File: src/design/dwsr_pkg.sv
package dwsr_pkg;

	// Fixed widths of the item fields and registers.
	localparam int PERIOD_W = 16;
	localparam int DUTY_W   = 14;
	localparam int SPEED_W  = 16;
	localparam int TARGET_W = 7;
	localparam int DBAND_W  = 8;
	localparam int STEP_W   = 10;
	localparam int NUMER_W  = 20;
	localparam int SUM_W    = 20;

	// Restoring divider, one per wheel lane: quotient width and step counter width.
	localparam int DIV_W = 20;
	localparam int CNT_W = $clog2(DIV_W);

	// Default for the averaging window length.
	localparam int WINDOW_LEN_DEF = 10;

	// Register file layout.
	localparam int PADDR_W = 5;
	localparam int PDATA_W = 32;
	localparam int REG_IDX_W = 3;

	localparam logic [REG_IDX_W-1:0] REG_TARGET_LEFT  = 3'd0;
	localparam logic [REG_IDX_W-1:0] REG_TARGET_RIGHT = 3'd1;
	localparam logic [REG_IDX_W-1:0] REG_DEAD_BAND    = 3'd2;
	localparam logic [REG_IDX_W-1:0] REG_DUTY_STEP    = 3'd3;
	localparam logic [REG_IDX_W-1:0] REG_DUTY_FLOOR   = 3'd4;
	localparam logic [REG_IDX_W-1:0] REG_DUTY_CEILING = 3'd5;
	localparam logic [REG_IDX_W-1:0] REG_SPEED_NUMER  = 3'd6;

	// Register reset values.
	localparam logic [TARGET_W-1:0] TARGET_RST  = 7'd50;
	localparam logic [DBAND_W-1:0]  DBAND_RST   = 8'd3;
	localparam logic [STEP_W-1:0]   STEP_RST    = 10'd20;
	localparam logic [DUTY_W-1:0]   FLOOR_RST   = 14'd100;
	localparam logic [DUTY_W-1:0]   CEILING_RST = 14'd10000;
	localparam logic [NUMER_W-1:0]  NUMER_RST   = 20'd250000;

	// Saturated speed.
	localparam logic [SPEED_W-1:0] SPEED_MAX = 16'hFFFF;

	typedef struct packed {
		logic [PERIOD_W-1:0] left_period;
		logic [PERIOD_W-1:0] right_period;
		logic                bump_hit;
		logic                start_request;
	} dwsr_in_t;

	typedef struct packed {
		logic [DUTY_W-1:0]  left_duty;
		logic [DUTY_W-1:0]  right_duty;
		logic [SPEED_W-1:0] left_speed;
		logic [SPEED_W-1:0] right_speed;
		logic               still_running;
	} dwsr_out_t;

	typedef struct packed {
		logic [TARGET_W-1:0] target_left_rpm;
		logic [TARGET_W-1:0] target_right_rpm;
		logic [DBAND_W-1:0]  dead_band;
		logic [STEP_W-1:0]   duty_step;
		logic [DUTY_W-1:0]   duty_floor;
		logic [DUTY_W-1:0]   duty_ceiling;
		logic [NUMER_W-1:0]  speed_numerator;
	} dwsr_cfg_t;

	// Commands from the controller to the datapath.
	typedef struct packed {
		logic win_upd;
		logic div_init;
		logic div_step;
		logic speed_upd;
		logic duty_upd;
		logic out_load;
	} dwsr_cmd_t;

	// Status from the datapath to the controller.
	typedef struct packed {
		logic out_busy;
	} dwsr_stat_t;

endpackage

File: src/design/dwsr_div.sv
module dwsr_div (
	input  logic                       clk,
	input  logic                       init,
	input  logic                       step,
	input  logic [dwsr_pkg::DIV_W-1:0] dividend,
	input  logic [dwsr_pkg::DIV_W-1:0] divisor,
	output logic [dwsr_pkg::DIV_W-1:0] quotient
);
	import dwsr_pkg::*;

	logic [DIV_W-1:0] quo_q;
	logic [DIV_W-1:0] dsr_q;
	logic [DIV_W-1:0] rem_q;
	logic [DIV_W:0]   trial;
	logic [DIV_W:0]   diff;
	logic             fits;

	// One quotient bit per step; a zero divisor yields an all-ones quotient.
	assign trial = {rem_q, quo_q[DIV_W-1]};
	assign diff  = trial - {1'b0, dsr_q};
	assign fits  = trial >= {1'b0, dsr_q};

	always_ff @(posedge clk) begin
		if (init) begin
			quo_q <= dividend;
			dsr_q <= divisor;
			rem_q <= '0;
		end else if (step) begin
			if (fits) begin
				rem_q <= diff[DIV_W-1:0];
				quo_q <= {quo_q[DIV_W-2:0], 1'b1};
			end else begin
				rem_q <= trial[DIV_W-1:0];
				quo_q <= {quo_q[DIV_W-2:0], 1'b0};
			end
		end
	end

	assign quotient = quo_q;

endmodule

File: src/design/dwsr_lane.sv
module dwsr_lane #(
	parameter int WINDOW_LEN = dwsr_pkg::WINDOW_LEN_DEF,
	parameter int SLOT_W     = 4
) (
	input  logic                          clk,
	input  logic                          arst_n,
	input  dwsr_pkg::dwsr_cmd_t           cmd,
	input  logic [SLOT_W-1:0]             slot,
	input  logic [dwsr_pkg::PERIOD_W-1:0] period,
	input  logic [dwsr_pkg::NUMER_W-1:0]  numerator,
	input  logic [dwsr_pkg::TARGET_W-1:0] target,
	input  logic [dwsr_pkg::DBAND_W-1:0]  dead_band,
	input  logic [dwsr_pkg::STEP_W-1:0]   duty_step,
	input  logic [dwsr_pkg::DUTY_W-1:0]   duty_floor,
	input  logic [dwsr_pkg::DUTY_W-1:0]   duty_ceiling,
	output logic [dwsr_pkg::DUTY_W-1:0]   duty,
	output logic [dwsr_pkg::SPEED_W-1:0]  speed
);
	import dwsr_pkg::*;

	localparam int CMP_W = SPEED_W + 2;
	localparam int ACC_W = DUTY_W + 1;

	// Reciprocal of the window length, exact for every window sum.
	localparam int     RCP_SH  = SUM_W + $clog2(WINDOW_LEN);
	localparam int     RCP_W   = SUM_W + 1;
	localparam int     PROD_W  = SUM_W + RCP_W;
	localparam longint RCP_ONE = longint'(1) << RCP_SH;
	localparam logic [RCP_W-1:0] RCP_M =
		RCP_W'((RCP_ONE + longint'(WINDOW_LEN) - 1) / longint'(WINDOW_LEN));

	logic [PERIOD_W-1:0] win_q [WINDOW_LEN];
	logic [SUM_W-1:0]    sum_q;
	logic [SPEED_W-1:0]  speed_q;
	logic [DUTY_W-1:0]   duty_q;

	logic [PROD_W-1:0]   avg_prod;
	logic [DIV_W-1:0]    avg;
	logic [DIV_W-1:0]    div_dividend;
	logic [DIV_W-1:0]    div_divisor;
	logic [DIV_W-1:0]    quot;

	logic signed [CMP_W-1:0] spd_s;
	logic signed [CMP_W-1:0] band_hi;
	logic signed [CMP_W-1:0] band_lo;
	logic [ACC_W-1:0]        dec_thr;
	logic [ACC_W-1:0]        duty_mid;
	logic [DUTY_W-1:0]       duty_new;

	// Sample window and running sum.
	always_ff @(posedge clk or negedge arst_n) begin
		if (!arst_n) begin
			for (int i = 0; i < WINDOW_LEN; i++) begin
				win_q[i] <= '0;
			end
			sum_q <= '0;
		end else if (cmd.win_upd) begin
			win_q[slot] <= period;
			sum_q <= sum_q - SUM_W'(win_q[slot]) + SUM_W'(period);
		end
	end

	// The mean period comes from a reciprocal multiply of the window sum.
	assign avg_prod = PROD_W'(sum_q) * PROD_W'(RCP_M);
	assign avg      = DIV_W'(avg_prod >> RCP_SH);

	// The divider takes the numerator by the mean period.
	assign div_dividend = DIV_W'(numerator);
	assign div_divisor  = avg;

	dwsr_div u_div (
		.clk      (clk),
		.init     (cmd.div_init),
		.step     (cmd.div_step),
		.dividend (div_dividend),
		.divisor  (div_divisor),
		.quotient (quot)
	);

	// Saturate the quotient; a zero average already gives an all-ones quotient.
	always_ff @(posedge clk) begin
		if (cmd.speed_upd) begin
			speed_q <= (quot[DIV_W-1:SPEED_W] != '0) ? SPEED_MAX : quot[SPEED_W-1:0];
		end
	end

	// Dead-band decision and duty step, then clamp to the limits.
	always_comb begin
		spd_s    = signed'(CMP_W'(speed_q));
		band_hi  = signed'(CMP_W'(target)) + signed'(CMP_W'(dead_band));
		band_lo  = signed'(CMP_W'(target)) - signed'(CMP_W'(dead_band));
		dec_thr  = ACC_W'(duty_step) + ACC_W'(duty_floor);
		duty_mid = ACC_W'(duty_q);
		if (spd_s > band_hi) begin
			if (ACC_W'(duty_q) >= dec_thr) begin
				duty_mid = ACC_W'(duty_q) - ACC_W'(duty_step);
			end else begin
				duty_mid = ACC_W'(duty_floor);
			end
		end else if (spd_s < band_lo) begin
			duty_mid = ACC_W'(duty_q) + ACC_W'(duty_step);
		end
		if (duty_mid < ACC_W'(duty_floor)) begin
			duty_new = duty_floor;
		end else if (duty_mid > ACC_W'(duty_ceiling)) begin
			duty_new = duty_ceiling;
		end else begin
			duty_new = duty_mid[DUTY_W-1:0];
		end
	end

	always_ff @(posedge clk or negedge arst_n) begin
		if (!arst_n) begin
			duty_q <= '0;
		end else if (cmd.duty_upd) begin
			duty_q <= duty_new;
		end
	end

	assign duty  = duty_q;
	assign speed = speed_q;

endmodule

File: src/design/dwsr_datapath.sv
module dwsr_datapath #(
	parameter int WINDOW_LEN = dwsr_pkg::WINDOW_LEN_DEF
) (
	input  logic                 clk,
	input  logic                 arst_n,
	input  dwsr_pkg::dwsr_cmd_t  cmd,
	output dwsr_pkg::dwsr_stat_t stat,
	input  dwsr_pkg::dwsr_in_t   in_data,
	input  dwsr_pkg::dwsr_cfg_t  cfg,
	input  logic                 out_ready,
	output logic                 out_valid,
	output dwsr_pkg::dwsr_out_t  out_data
);
	import dwsr_pkg::*;

	localparam int SLOT_W = (WINDOW_LEN > 1) ? $clog2(WINDOW_LEN) : 1;

	logic [SLOT_W-1:0]  slot_q;
	logic               bump_q;
	logic [DUTY_W-1:0]  left_duty;
	logic [DUTY_W-1:0]  right_duty;
	logic [SPEED_W-1:0] left_speed;
	logic [SPEED_W-1:0] right_speed;
	logic               out_valid_q;
	dwsr_out_t          out_q;

	// Window slot advances once per evaluated tick; the bump flag is kept for the result.
	always_ff @(posedge clk or negedge arst_n) begin
		if (!arst_n) begin
			slot_q <= '0;
		end else if (cmd.win_upd) begin
			if (slot_q == SLOT_W'(WINDOW_LEN - 1)) begin
				slot_q <= '0;
			end else begin
				slot_q <= slot_q + 1'b1;
			end
		end
	end

	always_ff @(posedge clk) begin
		if (cmd.win_upd) begin
			bump_q <= in_data.bump_hit;
		end
	end

	dwsr_lane #(
		.WINDOW_LEN (WINDOW_LEN),
		.SLOT_W     (SLOT_W)
	) u_left (
		.clk          (clk),
		.arst_n       (arst_n),
		.cmd          (cmd),
		.slot         (slot_q),
		.period       (in_data.left_period),
		.numerator    (cfg.speed_numerator),
		.target       (cfg.target_left_rpm),
		.dead_band    (cfg.dead_band),
		.duty_step    (cfg.duty_step),
		.duty_floor   (cfg.duty_floor),
		.duty_ceiling (cfg.duty_ceiling),
		.duty         (left_duty),
		.speed        (left_speed)
	);

	dwsr_lane #(
		.WINDOW_LEN (WINDOW_LEN),
		.SLOT_W     (SLOT_W)
	) u_right (
		.clk          (clk),
		.arst_n       (arst_n),
		.cmd          (cmd),
		.slot         (slot_q),
		.period       (in_data.right_period),
		.numerator    (cfg.speed_numerator),
		.target       (cfg.target_right_rpm),
		.dead_band    (cfg.dead_band),
		.duty_step    (cfg.duty_step),
		.duty_floor   (cfg.duty_floor),
		.duty_ceiling (cfg.duty_ceiling),
		.duty         (right_duty),
		.speed        (right_speed)
	);

	// Output register: holds the result until the receiver takes it.
	always_ff @(posedge clk or negedge arst_n) begin
		if (!arst_n) begin
			out_valid_q <= 1'b0;
		end else if (cmd.out_load) begin
			out_valid_q <= 1'b1;
		end else if (out_ready) begin
			out_valid_q <= 1'b0;
		end
	end

	always_ff @(posedge clk) begin
		if (cmd.out_load) begin
			out_q.left_duty     <= left_duty;
			out_q.right_duty    <= right_duty;
			out_q.left_speed    <= left_speed;
			out_q.right_speed   <= right_speed;
			out_q.still_running <= ~bump_q;
		end
	end

	assign stat.out_busy = out_valid_q & ~out_ready;
	assign out_valid     = out_valid_q;
	assign out_data      = out_q;

endmodule

File: src/design/dwsr_ctrl.sv
module dwsr_ctrl (
	input  logic                 clk,
	input  logic                 arst_n,
	input  logic                 in_valid,
	input  logic                 start_request,
	input  logic                 bump_hit,
	output logic                 in_ready,
	input  dwsr_pkg::dwsr_stat_t stat,
	output dwsr_pkg::dwsr_cmd_t  cmd
);
	import dwsr_pkg::*;

	typedef enum logic [5:0] {
		ST_IDLE     = 6'b00_0001,
		ST_SPD_INIT = 6'b00_0010,
		ST_SPD_RUN  = 6'b00_0100,
		ST_SPEED    = 6'b00_1000,
		ST_DUTY     = 6'b01_0000,
		ST_DONE     = 6'b10_0000
	} dwsr_state_t;

	dwsr_state_t      state_q;
	dwsr_state_t      state_nxt;
	logic [CNT_W-1:0] cnt_q;
	logic             enabled_q;
	logic             accept;
	logic             en_now;
	logic             div_last;

	assign in_ready = (state_q == ST_IDLE);
	assign accept   = in_valid & in_ready;
	assign en_now   = enabled_q | start_request;
	assign div_last = (cnt_q == CNT_W'(DIV_W - 1));

	// Next state and commands.
	always_comb begin
		state_nxt = state_q;
		cmd       = '0;
		case (state_q)
			ST_IDLE: begin
				if (accept && en_now) begin
					cmd.win_upd = 1'b1;
					state_nxt   = ST_SPD_INIT;
				end
			end
			ST_SPD_INIT: begin
				cmd.div_init = 1'b1;
				state_nxt    = ST_SPD_RUN;
			end
			ST_SPD_RUN: begin
				cmd.div_step = 1'b1;
				if (div_last) begin
					state_nxt = ST_SPEED;
				end
			end
			ST_SPEED: begin
				cmd.speed_upd = 1'b1;
				state_nxt     = ST_DUTY;
			end
			ST_DUTY: begin
				cmd.duty_upd = 1'b1;
				state_nxt    = ST_DONE;
			end
			ST_DONE: begin
				if (!stat.out_busy) begin
					cmd.out_load = 1'b1;
					state_nxt    = ST_IDLE;
				end
			end
			default: begin
				state_nxt = ST_IDLE;
			end
		endcase
	end

	// State, divider step count and the enable flag.
	always_ff @(posedge clk or negedge arst_n) begin
		if (!arst_n) begin
			state_q   <= ST_IDLE;
			cnt_q     <= '0;
			enabled_q <= 1'b0;
		end else begin
			state_q <= state_nxt;
			if (cmd.div_init) begin
				cnt_q <= '0;
			end else if (cmd.div_step) begin
				cnt_q <= cnt_q + 1'b1;
			end
			if (accept) begin
				enabled_q <= en_now & ~bump_hit;
			end
		end
	end

endmodule

File: src/design/dual_wheel_deadband_speed_regulator.sv
// Dual-wheel dead-band speed regulator.
// Input channel (in_valid/in_ready/in_data): one control tick carrying the left and
// right tachometer periods, a bump flag and a start request. Output channel
// (out_valid/out_ready/out_data): new duties, measured speeds and a running flag.
// A start request enables the controller; a tick taken while disabled gives no
// result. A bump disables the controller after that tick's result.
// An evaluated tick runs through the divider load, one 20-step pass of the restoring
// divider in each wheel lane (numerator by the mean period, which a reciprocal
// multiply gives), the speed and duty updates and the output register load.
// A tick that is not evaluated leaves the controller idle. in_ready is high only
// while no tick is in work. The result sits in an output register, so the next
// tick can be taken while it waits; if the receiver stalls, a finished tick waits
// for that register to free. Reset clears the windows, sums, duties and the enable
// flag and loads the register defaults. Configuration is to be written over the APB
// port by the user only while idle; the block itself does not enforce this.
module dual_wheel_deadband_speed_regulator #(
	parameter int WINDOW_LEN = dwsr_pkg::WINDOW_LEN_DEF
) (
	input  logic                          clk,
	input  logic                          arst_n,
	input  logic                          in_valid,
	output logic                          in_ready,
	input  dwsr_pkg::dwsr_in_t            in_data,
	output logic                          out_valid,
	input  logic                          out_ready,
	output dwsr_pkg::dwsr_out_t           out_data,
	input  logic                          psel,
	input  logic                          penable,
	input  logic                          pwrite,
	input  logic [dwsr_pkg::PADDR_W-1:0]  paddr,
	input  logic [dwsr_pkg::PDATA_W-1:0]  pwdata,
	output logic [dwsr_pkg::PDATA_W-1:0]  prdata,
	output logic                          pready
);
	import dwsr_pkg::*;

	dwsr_cfg_t            cfg_q;
	dwsr_cmd_t            cmd;
	dwsr_stat_t           stat;
	logic                 cfg_wr;
	logic [REG_IDX_W-1:0] reg_idx;

	assign pready  = 1'b1;
	assign cfg_wr  = psel & penable & pwrite & pready;
	assign reg_idx = paddr[PADDR_W-1:2];

	// Configuration registers.
	always_ff @(posedge clk or negedge arst_n) begin
		if (!arst_n) begin
			cfg_q.target_left_rpm  <= TARGET_RST;
			cfg_q.target_right_rpm <= TARGET_RST;
			cfg_q.dead_band        <= DBAND_RST;
			cfg_q.duty_step        <= STEP_RST;
			cfg_q.duty_floor       <= FLOOR_RST;
			cfg_q.duty_ceiling     <= CEILING_RST;
			cfg_q.speed_numerator  <= NUMER_RST;
		end else if (cfg_wr) begin
			case (reg_idx)
				REG_TARGET_LEFT:  cfg_q.target_left_rpm  <= pwdata[TARGET_W-1:0];
				REG_TARGET_RIGHT: cfg_q.target_right_rpm <= pwdata[TARGET_W-1:0];
				REG_DEAD_BAND:    cfg_q.dead_band        <= pwdata[DBAND_W-1:0];
				REG_DUTY_STEP:    cfg_q.duty_step        <= pwdata[STEP_W-1:0];
				REG_DUTY_FLOOR:   cfg_q.duty_floor       <= pwdata[DUTY_W-1:0];
				REG_DUTY_CEILING: cfg_q.duty_ceiling     <= pwdata[DUTY_W-1:0];
				REG_SPEED_NUMER:  cfg_q.speed_numerator  <= pwdata[NUMER_W-1:0];
				default: ;
			endcase
		end
	end

	// Register read-back.
	always_comb begin
		case (reg_idx)
			REG_TARGET_LEFT:  prdata = PDATA_W'(cfg_q.target_left_rpm);
			REG_TARGET_RIGHT: prdata = PDATA_W'(cfg_q.target_right_rpm);
			REG_DEAD_BAND:    prdata = PDATA_W'(cfg_q.dead_band);
			REG_DUTY_STEP:    prdata = PDATA_W'(cfg_q.duty_step);
			REG_DUTY_FLOOR:   prdata = PDATA_W'(cfg_q.duty_floor);
			REG_DUTY_CEILING: prdata = PDATA_W'(cfg_q.duty_ceiling);
			REG_SPEED_NUMER:  prdata = PDATA_W'(cfg_q.speed_numerator);
			default:          prdata = '0;
		endcase
	end

	dwsr_ctrl u_ctrl (
		.clk           (clk),
		.arst_n        (arst_n),
		.in_valid      (in_valid),
		.start_request (in_data.start_request),
		.bump_hit      (in_data.bump_hit),
		.in_ready      (in_ready),
		.stat          (stat),
		.cmd           (cmd)
	);

	dwsr_datapath #(
		.WINDOW_LEN (WINDOW_LEN)
	) u_datapath (
		.clk       (clk),
		.arst_n    (arst_n),
		.cmd       (cmd),
		.stat      (stat),
		.in_data   (in_data),
		.cfg       (cfg_q),
		.out_ready (out_ready),
		.out_valid (out_valid),
		.out_data  (out_data)
	);

	// A start request always leads to an evaluated tick.
	a_start_evaluates: assert property (@(posedge clk) disable iff (!arst_n)
		in_valid && in_ready && in_data.start_request |=> !in_ready)
		else $error("start request did not begin an evaluation");

	// The window only moves on an accepted transaction.
	a_window_on_accept: assert property (@(posedge clk) disable iff (!arst_n)
		cmd.win_upd |-> in_valid && in_ready)
		else $error("window updated without an accepted transaction");

	// A new result never overwrites one the receiver has not taken.
	a_no_overwrite: assert property (@(posedge clk) disable iff (!arst_n)
		cmd.out_load |-> !out_valid || out_ready)
		else $error("result register overwritten while stalled");

endmodule

File: config.mk
export PLATFORM = sky130hd
export DESIGN_NAME = dual_wheel_deadband_speed_regulator
export DESIGN_NICKNAME = d
export VERILOG_FILES = /design/src/design/dwsr_pkg.sv /design/src/design/dwsr_div.sv /design/src/design/dwsr_lane.sv /design/src/design/dwsr_datapath.sv /design/src/design/dwsr_ctrl.sv /design/src/design/dual_wheel_deadband_speed_regulator.sv
export SDC_FILE = /design/constraint.sdc
export NUM_CORES = 2
export LEC_CHECK = 0
export ABC_AREA = 1
export BUFFER_PORTS_ARGS = -buffer_cell sky130_fd_sc_hd__buf_2
export CORE_MARGIN = 2
export CORE_UTILIZATION = 33
export CTS_BUF_LIST = sky130_fd_sc_hd__clkbuf_8
export CTS_CLUSTER_SIZE = 30
export DETAILED_ROUTE_END_ITERATION = 16
export GPL_TIMING_DRIVEN = 0
export PLACE_DENSITY = 0.53
export SYNTH_ARGS = -nofsm -noshare
export SYNTH_HDL_FRONTEND = slang
export SYNTH_SLANG_ARGS = --single-unit
File: constraint.sdc
create_clock -name clk -period 5.89 [get_ports clk]
set_input_delay 1.178 -clock clk [delete_from_list [all_inputs] [get_ports clk]]
set_output_delay 1.178 -clock clk [all_outputs]
set_load 0.1 [all_outputs]
Word level (Yosys, flattened, before mapping)
Index checks and enable logic that the tools add are counted.

Output and inout port bits: 96. Bits in registers: 693.

Eq/ne operators: 17. Reductions and logical operators: 15. Order comparisons: 14. $add $sub $neg: 17. Bitwise operators: 10. $mul: 2. Multiplexer cells: 46.

Operators with widths (count): $bwmux 160 (2); $pmux 20 s7 (1); $bmux 16 s4 (2); $mux 20 (6); $mux 15 (6); $mul 20x20->40 const B (2); $mux 16 (5); $demux 16 s4 (1); $mux 14 (4); $ge 21x17->1 (2); $add 20x16->20 (2); $sub 20x16->20 (2); $sub 20x17->20 (2); $pmux 6 s6 (1); $lt 17x9->1 (2); $gt 16x9->1 (2); $add 14x10->15 (2); $ge 14x15->1 (2); $gt 15x14->1 (2); $lt 15x14->1 (2); $sub 14x10->15 (2); $add 7x8->9 (2); $mux 6 (3); $sub 7x8->9 (2); 31 further kinds (62).

Depth between registers and ports, before layout
Depth after elaboration: 7. Mapped depth: 44. Depth with buffers taken out: 41.

Hierarchy
Synthesis repeated with hierarchy kept, for this count alone.

Cells, all modules: 7102. Area total of the unflattened synthesis: 58458.6 sq um.

By module, submodules not included: dwsr_lane (u_datapath.u_left) (instances 1, cells each 2701, area an instance 22068.7 sq um); dwsr_lane (u_datapath.u_right) (instances 1, cells each 2687, area an instance 21889.7 sq um); dwsr_div (instances 2, cells each 508, area an instance 3752.3 sq um); dual_wheel_deadband_speed_regulator (instances 1, cells each 522, area an instance 4156.5 sq um); dwsr_datapath (instances 1, cells each 88, area an instance 2098.3 sq um); dwsr_ctrl (instances 1, cells each 88, area an instance 740.7 sq um).

Worst setup path before layout
OpenSTA, ideal clock, no wires.

Path kind: reg2reg. Start: register u_datapath.u_left.sum_q[17]. End: register u_datapath.u_left.u_div.dsr_q[13], data pin. Cell stages (with the launch flop): 26. Path buffers: 0. Period minus slack after synthesis: 5874 ps. Required time: 5638 ps. Arrival: 5621 ps. Setup slack: 16 ps. Cells stage by stage: dfrtp_1 -> inv_1 -> ha_1 -> fa_1 -> inv_1 -> ha_1 -> inv_1 -> fa_1 -> fa_1 -> fa_1 -> fa_1 -> inv_1 -> ha_1 -> a21oi_1 -> o21ai_0 -> a21oi_1 -> a21boi_0 -> o21ai_0 -> a21boi_0 -> o21ai_0 -> a21boi_0 -> o21ai_0 -> nand2_1 -> nand2_1 -> nand2_1 -> nand2_1.

Longest elaborated chain between the ends: 1.

Ends and longest elaborated chain: start, declared (RTL line dwsr_lane.sv:33) `logic [SUM_W-1:0] sum_q;`; start signal, assigned (RTL line dwsr_lane.sv:59) `sum_q <= sum_q - SUM_W'(win_q[slot]) + SUM_W'(period);`; $mul 20x20->40 (RTL line dwsr_lane.sv:64) `assign avg_prod = PROD_W'(sum_q) * PROD_W'(RCP_M);`; via u_datapath.u_left.avg_prod[37] (RTL line dwsr_lane.sv:37) `logic [PROD_W-1:0] avg_prod;`; end signal, assigned (RTL line dwsr_div.sv:26) `dsr_q <= divisor;`; end, declared (RTL line dwsr_div.sv:12) `logic [DIV_W-1:0] dsr_q;`.

The timed path passes the listed nets, and every way through them passes these cells. A chain may end at the register's enable or synchronous reset.

Worst setup path after layout
Start: register u_datapath.u_left.sum_q[4]. End: register u_datapath.u_left.u_div.dsr_q[15], data pin.

Same word-level chain as after synthesis.

==> results.cfg <==
[setup_path]
rrSetupSlack_ns = -0.04
rr_endpoint = u_datapath.u_left.u_div.dsr_q[15]$_DFFE_PP_
critPathMaxStageDelay_ns = 0.54
cp.arrival_ns = 6.51
startpoint = u_datapath.u_left.sum_q[4]$_DFFE_PN0P_
critPathCapture = u_datapath.u_left.u_div.dsr_q[15]$_DFFE_PP_
required_ns = 6.47
cp-end-kind = register
path_class = register to register
crit_path_frequent_cell = fa_1
cp_max_fo = 4
slowest_stage = fa_1
r2r_cells = 25
reg2reg_from = u_datapath.u_left.sum_q[4]$_DFFE_PN0P_
cp.depth = 25
crit_buf_inv = 4
startpoint_type = register
crit_family = adder cells

[routing]
via_per_inst = 4.905
drc_errors = 0
drtPass1Iterations = 8
drt-total-wl_um = 167000
wl_per_cell_um = 18.60
vias = 44040
antenna_left = 0
drtIter0Drc = 3101

[logic_synthesis]
synth_edf_count = 168
synth_seq_cells = 693
ys.flop_type = dfrtp_1
async_flop_share = 0.6999
synth.avg_cell_area_um2 = 8.700
syn-cell-area_mm2 = 0.05399
yosysUniqueCellTypes = 67
ys_seq_area_frac = 0.3336
ys_warn_count = 0
synth_cells = 6206

[placed_design]
hpwl_um = 129100
gp_congestion = 0.9385
pre_cts_slack_ns = -1.581
portBuffers = 146

[sta]
post-route-period-util = 1.007
slew-limit-headroom = 0.07191
drv_slew = 0
setup_slack_ns = -0.03992
rsz0062_at_grt = yes
finClkSkew_ns = 0.05942
fmax_mhz = 168.6
setup_viol = 1
final_hold_viol_count = 0
worstMarginPinSlew_ns = 1.383
final_period_minus_worst_setup_slack_ns = 5.930

[global_route]
grt-ovfl-total = 0
track_usage = 0.1967
grt_max_degree = 117
antenna_found_initial = 2
grt_pass1_wl_um = 256500
grt_pass1_vias = 43830

[clock_network]
cts_tree = done
htreeDepth = 3
cts_buffers = 121
clk_latency_ns = 0.88
cts.sinks = 693
cts-root-buf = clkbuf_8
clockBufferDepth = 3
path_clk_slew_ns = 0.06
hold_buffers = 0

[floorplanning]
die_h_um = 408.5
ioPinCount = 174
die_area_mm2 = 0.1669
row_count = 148
die_w_um = 408.5
core_mm2 = 0.1626
initial_utilization = 0.3321

[layout]
fin_nets = 7766
layout-drive-gt1-share = 0.1569
multi_input_area_mm2 = 0.03287
register_area_mm2 = 0.01807
utilization = 0.3938
nFillCells = 16560
area_delta_synth_final_pct = 18.58

[run_status]
violations = negative setup slack
outcome = finished with violations

[flow_run]
maxCapViolations = 0

[hold_path]
hp-class = input pin to async pin
-- flip-flops by register name, summed over array words and instances (netlist names), 20 cells and up --
register / flops
cfg_q: 80
u_datapath.out_data: 61
u_datapath.u_left.sum_q: 20
u_datapath.u_left.u_div.quotient: 20
u_datapath.u_left.u_div.rem_q: 20
u_datapath.u_left.win_q: 160
u_datapath.u_right.sum_q: 20
u_datapath.u_right.u_div.quotient: 20
u_datapath.u_right.u_div.rem_q: 20
u_datapath.u_right.win_q: 160
-- cell families after synthesis --
group	synth area share
and+or+nand+nor	0.1250
AOI/OAI and AO/OA	0.1448
buffers and inverters	0.09325
adders and majority gates	0.2747
DFF	0.3336
xor gates and xnor gates	0.02758
muxes	0.0008342
other	0.0001391
-- layout by cell type, fill, tap and decap left out, drive strengths merged, types with 6 or more instances in the layout --
master    Yosys  final
a32oi         6      6
o21a         13     13
fa          321    321
edfxtp      168    168
nand4        38     38
conb          2     13
clkinv        7     20
inv        1068   1119
o211ai       21     21
nor4         22     22
a31oi        19     19
nand3       156    156
a21o         12     12
dfstp        26     26
clkinvlp      0      7
xnor2        36     36
a21boi       20     20
o21bai       20     20
nor3         29     29
nor2        178    178
o22ai        15     15
nand3b        8      8
a211oi       13     13
ha          672    672
clkbuf      185    334
a22oi       131    131
xor2        134    134
a21oi       425    425
dfrtp       459    459
o31ai        14     14
o221ai        7      7
o21ai       660    660
dfxtp        40     40
buf          49    407
nand2      1191   1191
bufinv        0      6
-- area by class of cell --
class,count,share of cell area
antenna,2,0.00007817
buffer,232,0.01722
clock buffer,152,0.03267
clock inverter,77,0.007856
inverter,1075,0.06382
multi-input combinational,4215,0.5133
sequential,693,0.2823
tap,2175,0.04250
timing repair buffer,357,0.04026
-- how the worst min path moves through the flow --
stage / end / start / slack (ns)
6_report: u_datapath.u_right.win_q[118]$_DFFE_PN0P_ / arst_n / 0.38
5_1_grt: u_datapath.u_right.win_q[118]$_DFFE_PN0P_ / arst_n / 0.37
4_1_cts: u_datapath.u_right.win_q[101]$_DFFE_PN0P_ / arst_n / 0.33
3_5_place_dp: u_datapath.out_data[45]$_DFFE_PP_ / u_datapath.u_right.duty[12]$_DFFE_PN0P_ / 0.45
3_3_place_gp: u_datapath.u_left.u_div.rem_q[19]$_SDFFE_PP0P_ / u_datapath.u_left.u_div.rem_q[19]$_SDFFE_PP0P_ / 0.45
2_1_floorplan: u_datapath.out_data[45]$_DFFE_PP_ / u_datapath.u_right.duty[12]$_DFFE_PN0P_ / 0.42
-- repair_timing --
action | CTS | global route
endpoints found under the setup margin | 63 | 54
cloned | 0 | 2
setup buffers | 104 | 93
gates resized for setup | 261 | 321
pin swaps | 54 | 170
-- through the flow --
| step | instances | hold WS [ns] | TNS [ns] | instance area [um^2] |
|---|---|---|---|---|
| CTS | 8884 | 0.3302 | -0.1507 | 62140 |
| global placement | 8538 | 0.4456 | -3281.89 | 57490 |
| finish | 8978 | 0.3805 | -0.03992 | 64030 |
| global route | 8977 | 0.3718 | -5.068 | 64030 |
| detailed placement | 8551 | 0.4483 | -48.10 | 57760 |
| floorplan | 6217 | 0.4231 | 0 | 54040 |
-- synth_stat cells, types with 9 or more instances --
master	number	area (um^2)
nand2_1	1177	4418
inv_1	1058	3971
ha_1	672	8408
o21ai_0	637	3188
dfrtp_1	459	11490
a21oi_1	423	2117
fa_1	321	6426
clkbuf_1	184	690.7
edfxtp_1	168	5045
nor2_1	168	630.6
nand3_1	150	750.7
xor2_1	134	1174
a22oi_1	131	983.4
dfxtp_1	40	800.8
nand4_1	38	237.7
xnor2_1	36	315.3
nor3_1	27	135.1
dfstp_2	26	683.2
buf_2	23	115.1
nor4_1	22	137.6
o21ai_1	22	110.1
o211ai_1	21	157.7
o21bai_1	20	150.1
a31oi_1	19	118.9
a21boi_0	18	135.1
buf_4	18	135.1
o22ai_1	15	93.84
a211oi_1	13	97.59
o21a_1	13	97.59
a21o_1	12	90.09
o31ai_1	11	82.58
inv_2	10	37.54
nand2_2	9	56.30
-- metal layers --
metal  global-route usage  wire length (um)  up-vias
li1                     -                 -    21380
met1               0.2624             74670    21240
met2               0.3246             78180     1133
met3              0.02632              7743      278
met4              0.07316              6444        0
met5                    0                 0        -
Power is left out: the tool's default activity adds up to more than one toggle a clock period on the data nets, which glitch-free logic cannot reach.
